**config.mk**
```make
export PLATFORM = sky130hd
export DESIGN_NAME = attn2_div
export DESIGN_NICKNAME = d
export VERILOG_FILES = /design/src/sv/attn2_pkg.sv /design/src/sv/attn2_div.sv
export SDC_FILE = /design/constraint.sdc
export NUM_CORES = 1
export LEC_CHECK = 0
export BUFFER_PORTS_ARGS = -buffer_cell sky130_fd_sc_hd__buf_2
export CORE_ASPECT_RATIO = 0.5
export CORE_MARGIN = 2
export CORE_UTILIZATION = 55
export CTS_CLUSTER_DIAMETER = 200
export DETAILED_ROUTE_END_ITERATION = 8
export GPL_TIMING_DRIVEN = 0
export HOLD_SLACK_MARGIN = 0.15
export PLACE_DENSITY = 0.72
export SKIP_LAST_GASP = 1
export SLEW_MARGIN = 20
export SYNTH_ARGS = -nofsm -noshare
export SYNTH_HDL_FRONTEND = slang
export SYNTH_SLANG_ARGS = --single-unit
```
**constraint.sdc**
```tcl
create_clock -name clock -period 17 [get_ports clock]
set_clock_uncertainty 0.1 [all_clocks]
set_input_delay 1.7 -clock clock [delete_from_list [all_inputs] [get_ports clock]]
set_output_delay 1.7 -clock clock [all_outputs]
set_load 0.1 [all_outputs]
```
**src/sv/attn2_pkg.sv**
```systemverilog
`timescale 1ns / 1ps
package attn2_pkg;

   localparam int EMBED_DIM     = 4;
   localparam int FRAC_BITS_DEF = 14;
   localparam int IN_W          = 16;
   localparam int OUT_W         = 16;
   localparam int WEIGHT_BITS   = 15;
   localparam int QUOT_W        = 16;

   // weight tables in hundredths, row r gives output element r
   localparam int ROM_QUERY [EMBED_DIM][EMBED_DIM] = '{
      '{ 50, -25,  10,  30},
      '{-15,  60, -20,   5},
      '{ 20,  10,  45, -30},
      '{ -5,  35,  25,  55}
   };
   localparam int ROM_KEY [EMBED_DIM][EMBED_DIM] = '{
      '{ 40,  15, -10,  20},
      '{  5, -50,  30, -10},
      '{-20,  25,  35,  10},
      '{ 30,  -5,  15, -45}
   };
   localparam int ROM_VALUE [EMBED_DIM][EMBED_DIM] = '{
      '{ 30,  20,  10, -15},
      '{-10,  40, -25,   5},
      '{ 15, -30,  50,  20},
      '{  5,  10, -20,  35}
   };

   // hundredths to fixed point, half away from zero
   function automatic int rom_fixed(input int hundredths, input int frac);
      int n;
      begin
         n = hundredths * (1 << frac);
         if (n >= 0) begin
            rom_fixed = (n + 50) / 100;
         end else begin
            rom_fixed = -((-n + 50) / 100);
         end
      end
   endfunction

endpackage

```
**src/sv/attn2_div.sv**
```systemverilog
`timescale 1ns / 1ps
// Pipelined restoring divider: quot = (term * 2^15 + total / 2) / total.
// Four register stages, four quotient bits per stage. Needs term <= total.
module attn2_div #(
   parameter int FRAC_BITS = attn2_pkg::FRAC_BITS_DEF
) (
   input  logic                          clock,
   input  logic [FRAC_BITS:0]            term,
   input  logic [FRAC_BITS+1:0]          total,
   output logic [attn2_pkg::QUOT_W-1:0]  quot
);
   import attn2_pkg::*;

   localparam int DW    = FRAC_BITS + 2;
   localparam int NW    = FRAC_BITS + 16;
   localparam int NSTG  = 4;
   localparam int BPS   = QUOT_W / NSTG;

   logic [NW-1:0]     numer;
   logic [DW-1:0]     rem_src [NSTG];
   logic [DW-1:0]     den_src [NSTG];
   logic [QUOT_W-1:0] low_src [NSTG];
   logic [QUOT_W-1:0] q_src   [NSTG];

   logic [DW-1:0]     rem_in [NSTG];
   logic [QUOT_W-1:0] low_in [NSTG];
   logic [QUOT_W-1:0] q_in   [NSTG];

   logic [DW-1:0]     rem_ff [NSTG];
   logic [DW-1:0]     den_ff [NSTG];
   logic [QUOT_W-1:0] low_ff [NSTG];
   logic [QUOT_W-1:0] q_ff   [NSTG];

   assign numer = (NW'(term) << WEIGHT_BITS) + NW'(total >> 1);

   // quotient is below 2^16, so the top part of the numerator is already below total
   always_comb begin
      rem_src[0] = DW'(numer[NW-1:QUOT_W]);
      den_src[0] = total;
      low_src[0] = numer[QUOT_W-1:0];
      q_src[0]   = '0;
      for (int s = 1; s < NSTG; s++) begin
         rem_src[s] = rem_ff[s-1];
         den_src[s] = den_ff[s-1];
         low_src[s] = low_ff[s-1];
         q_src[s]   = q_ff[s-1];
      end
   end

   always_comb begin
      logic [DW:0]       trial;
      logic [DW-1:0]     rem;
      logic [QUOT_W-1:0] low;
      logic [QUOT_W-1:0] q;
      for (int s = 0; s < NSTG; s++) begin
         rem = rem_src[s];
         low = low_src[s];
         q   = q_src[s];
         for (int j = 0; j < BPS; j++) begin
            trial = {rem, low[QUOT_W-1]};
            low   = low << 1;
            if (trial >= (DW+1)'(den_src[s])) begin
               rem = DW'(trial - (DW+1)'(den_src[s]));
               q   = {q[QUOT_W-2:0], 1'b1};
            end else begin
               rem = trial[DW-1:0];
               q   = {q[QUOT_W-2:0], 1'b0};
            end
         end
         rem_in[s] = rem;
         low_in[s] = low;
         q_in[s]   = q;
      end
   end

   always_ff @(posedge clock) begin
      for (int s = 0; s < NSTG; s++) begin
         rem_ff[s] <= rem_in[s];
         den_ff[s] <= den_src[s];
         low_ff[s] <= low_in[s];
         q_ff[s]   <= q_in[s];
      end
   end

   assign quot = q_ff[NSTG-1];

endmodule

```
-- Word level (Yosys, flattened, before mapping)
Memory sizes are Yosys's and may differ from the RTL's.
Index checks and enable logic that the tools add are counted.
Widths: inputs -> output; s select.
- add/subtract/negate cells: 17
- $mul: 0
- div/mod/pow operators: 0
- order comparisons: 16
- equality and inequality tests: 0
- shifts and indexed selects: 0
- mux-type cells: 32
- bitwise operators: 0
- reduce and logical (&&, ||, !) cells: 0
- operator list (operator ; count):
    $mux 16 ; 16
    $ge 17x16->1 ; 15
    $sub 16x16->16 ; 15
    $add 30x15->30 ; 1
    $ge 15x16->1 ; 1
    $mux 1 ; 16
    $sub 15x16->16 ; 1
- flip-flop bits (word level): 0
- latch bits: 0
- bits in writable memories: 240
- memory bits (read-only): 0
- output and inout bits: 16
- word-level logic and storage cells: 69
- memories kept: 4
- memories (name ; words ; width ; rd ports ; clocked after memory_dff ; write ports ; RTL line ; RTL):
    den_ff ; 4 ; 16 ; 3 ; 0 ; 4 ; attn2_div.sv:30 ; logic [DW-1:0] den_ff [NSTG];
    q_ff ; 4 ; 16 ; 4 ; 0 ; 4 ; attn2_div.sv:32 ; logic [QUOT_W-1:0] q_ff [NSTG];
    rem_ff ; 4 ; 16 ; 3 ; 0 ; 4 ; attn2_div.sv:29 ; logic [DW-1:0] rem_ff [NSTG];
    low_ff ; 4 ; 12 ; 3 ; 0 ; 4 ; attn2_div.sv:31 ; logic [QUOT_W-1:0] low_ff [NSTG];

-- Longest topological paths before layout
- depth after elaboration: 9
- mapped depth: 50
- depth with buffers taken out: 45

-- Worst setup path before layout
Ideal clock, no wire load.
- kind: input-to-reg
- start point: in term[0]
- end point: mem rem_ff[0][10] in the netlist's numbering
- arrival: 10816 ps
- setup slack: 5964 ps
- stages: 46
- buffers on the path: 5
- cells stage by stage: inv_1 > ha_1 > inv_1 > fa_1 > a21o_1 > a221oi_2 > o21ai_2 > o21bai_1 > and2_1 > buf_2 > clkinv_1 > o21ai_0 > inv_1 > ha_1 > nor2b_1 > o31a_1 > o31ai_1 > a2111oi_1 > [... 10 more ...] > a221oi_1 > nand2b_1 > o211ai_1 > clkbuf_1 > a21oi_1 > ha_1 > nor2b_1 > o21a_1 > o21ai_0 > a211o_1 > a31oi_1 > a31oi_1 > o21ai_0 > and2_1 > a311o_1 > buf_2 > buf_2 > mux2_2
- RTL lines (item ; RTL line ; RTL):
    start: declaration ; attn2_div.sv:8 ; input logic [FRAC_BITS:0] term,
    end: declaration ; attn2_div.sv:29 ;

==> flow_metrics.py <==
metrics = {
    "global_route": {
        "grt_overflow": 0,
        "grt_pass1_wl_um": 73200,
        "grtUsageTotal_pct": 28.2,
        "grt_antenna_before_repair": 0,
        "first_global_vias": 14300,
        "grt_max_degree": 17,
    },
    "setup_path": {
        "critPathCaptureType": "flip-flop",
        "crit_slowest_cell": "o21ai_0",
        "critPathBufInv": 10,
        "r2r_start": "den_ff[0][1]",
        "crit_family": "compound AO/OA/AOI/OAI gates",
        "crit_type": "input pin to flip-flop",
        "max_stage_delay_ns": 0.50,
        "worst-path-max-fanout": 10,
        "critPathLaunchType": "input pin",
        "cp.required_ns": 17.22,
        "r2r_slack_ns": 4.57,
        "crit_path_frequent_cell": "o21ai_0",
        "cp.arrival_ns": 13.54,
        "crit_path_start": "total[1]",
    },
    "timing": {
        "setup_viol": 0,
        "hold_violations": 0,
        "period_minus_slack_ns": 13.32,
        "rsz0062_at_grt": "false",
        "period_share_pct": 78.3,
        "fmax_ghz": 0.0751,
        "tns_ns": 0,
        "slew_violations": 0,
        "layout_setup_ws_ns": 3.68,
        "tightest_slew_ns": 0.896,
        "max_slew_margin_pct": 39.5,
    },
    "clock_tree": {
        "cts_setup_buffers": 0,
        "cts-htree-levels": 4,
        "hold_buffers": 0,
        "cts-resized-gates": 0,
        "cts.sinks": 136,
        "cts-root-buf": "clkbuf_16",
        "max-clock-path-buffers": 2,
        "cts_tree": "yes",
        "clk_latency_ns": 0.43,
        "cts_buffers": 17,
        "clk_pin_slew_ns": 0.07,
    },
    "detailed_routing": {
        "dr.first_iter.drc_count": 1230,
        "wl_per_cell_um": 17.7,
        "ant_nets": 0,
        "drt_wl_total_um": 45600,
        "drc": 0,
        "dr.pass1.iters": 7,
        "vias": 15800,
        "avgViaCountPerCell": 6.14,
    },
    "yosys": {
        "synth_nets": 2371,
        "synth-edff-count": 0,
        "synthDistinctLibCells": 87,
        "ys_seq_area_share_pct": 15.9,
        "async_flop_share_pct": 0,
        "synth_top_area_cell": "ha_1",
        "synthCells": 2069,
        "yosysWarnings": 0,
        "synthFlopType": "dfxtp_1",
        "synthesis.area_um2": 17100,
        "syn_avg_cell_area_um2": 8.25,
        "ys_seq_elements": 136,
        "synth_area_leaders": "ha_1 19%, dfxtp_1 16%, mux2_2 8.8%, xnor2_1 5.0%, a21oi_1 4.3%",
        "synth_top_area_share_pct": 18.7,
    },
    "worst_hold_path": {
        "min_from": "q_ff[2][4]",
        "hold_path_class": "flip-flop to flip-flop",
    },
    "run": {
        "max_cap_viol_count": 0,
    },
    "floorplan": {
        "die_w_um": 253,
        "dieHeight_um": 129,
        "die_area_um2": 32600,
        "rows": 45,
        "coreArea_um2": 30500,
        "initial_core_util_pct": 56.1,
        "io_pins": 48,
    },
    "final_layout": {
        "finalNetCount": 2437,
        "antenna_cells": 0,
        "area_growth_pct": 8.13,
        "drive_above_1_share_pct": 13.0,
        "num-fill-cells": 2782,
    },
    "placement": {
        "place_ws_ns": 3.55,
        "gp_congestion": 0.975,
        "portBuffers": 47,
        "hpwl_um": 37300,
    },
    "status": {
        "status": "complete, no violations",
    },
}
## synthesized netlist by cell type (18+ instances only)
| master | n |
|---|---|
| ha_1 | 255 |
| nor2_1 | 156 |
| a21oi_1 | 148 |
| inv_1 | 142 |
| dfxtp_1 | 136 |
| mux2_2 | 134 |
| nand2_1 | 125 |
| o21ai_0 | 116 |
| xnor2_1 | 98 |
| a21o_1 | 61 |
| xor2_1 | 53 |
| o21a_1 | 46 |
| nor3_1 | 41 |
| nand3_1 | 37 |
| nor2b_1 | 37 |
| nand4_1 | 36 |
| mux2i_1 | 27 |
| a211oi_1 | 24 |
| o21bai_1 | 22 |
| a31oi_1 | 18 |
| and3_1 | 18 |
| nand2b_1 | 18 |
## flip-flops by register name, summed over array words and instances, names as in the netlist
name / count
q_ff: 40
den_ff: 48
rem_ff: 48
## cells by family (layout without fill, tap and decap cells)
logic type | Yosys count | after routing | share of synthesized area [%]
multiplexers | 175 | 175 | 11.6
AO/OA/AOI/OAI | 608 | 608 | 24.1
flip-flops | 136 | 136 | 15.9
XOR/XNOR | 151 | 151 | 7.74
adder cells (fa/ha/maj) | 270 | 270 | 20.4
AND/OR/NAND/NOR | 553 | 553 | 16.0
buffers and inverters | 176 | 255 | 4.19
## layout by cell type, fill, tap and decap left out, types with 61 or more instances in the layout
cell type / instances
mux2_2: 134
a21oi_1: 148
ha_1: 255
o21ai_0: 116
nor2_1: 156
a21o_1: 61
dfxtp_1: 136
xnor2_1: 98
inv_1: 142
nand2_1: 125
## worst paths after layout
check / end / depth (start not counted)
worst min register to register: q_ff[3][8] / 0
worst max register to register: rem_ff[1][14] / 45
worst max-delay path: rem_ff[0][13] / 46
worst min-delay path: q_ff[3][8] / 0
## final cells by class
type / count / area, µm² / share of cell area, %
plain buffers: 27 / 156 / 0.847
multi-input cells: 1757 / 13600 / 73.9
inverters: 149 / 559 / 3.03
clock buffers: 17 / 425 / 2.30
repair buffers: 47 / 235 / 1.27
clock inverters: 15 / 199 / 1.08
flip-flops and latches: 136 / 2720 / 14.7
well taps: 423 / 529 / 2.87
## stage by stage
step / util [%] / hold slack, ns / instances / instance area [µm²]
2_1_floorplan: - / 0.210 / 2069 / 17100
3_3_place_gp: 58.6 / 0.211 / 2539 / 17800
3_5_place_dp: 58.6 / 0.212 / 2539 / 17800
4_1_cts: 60.6 / 0.220 / 2571 / 18500
5_1_grt: 60.6 / 0.224 / 2571 / 18500
6_report: 60.6 / 0.217 / 2571 / 18500
## per-layer routing
layer | global-route usage, % | vias up | part of all wire [%]
met5 | 0 | - | 0
met4 | 8.08 | 0 | 2.4
met3 | 4.37 | 72 | 6.4
met2 | 43.3 | 479 | 42
met1 | 40.8 | 7397 | 50
li1 | - | 7840 | -
Power is not shown: default switching activity piles up to over one toggle a cycle in this logic, so the estimate is an artifact.
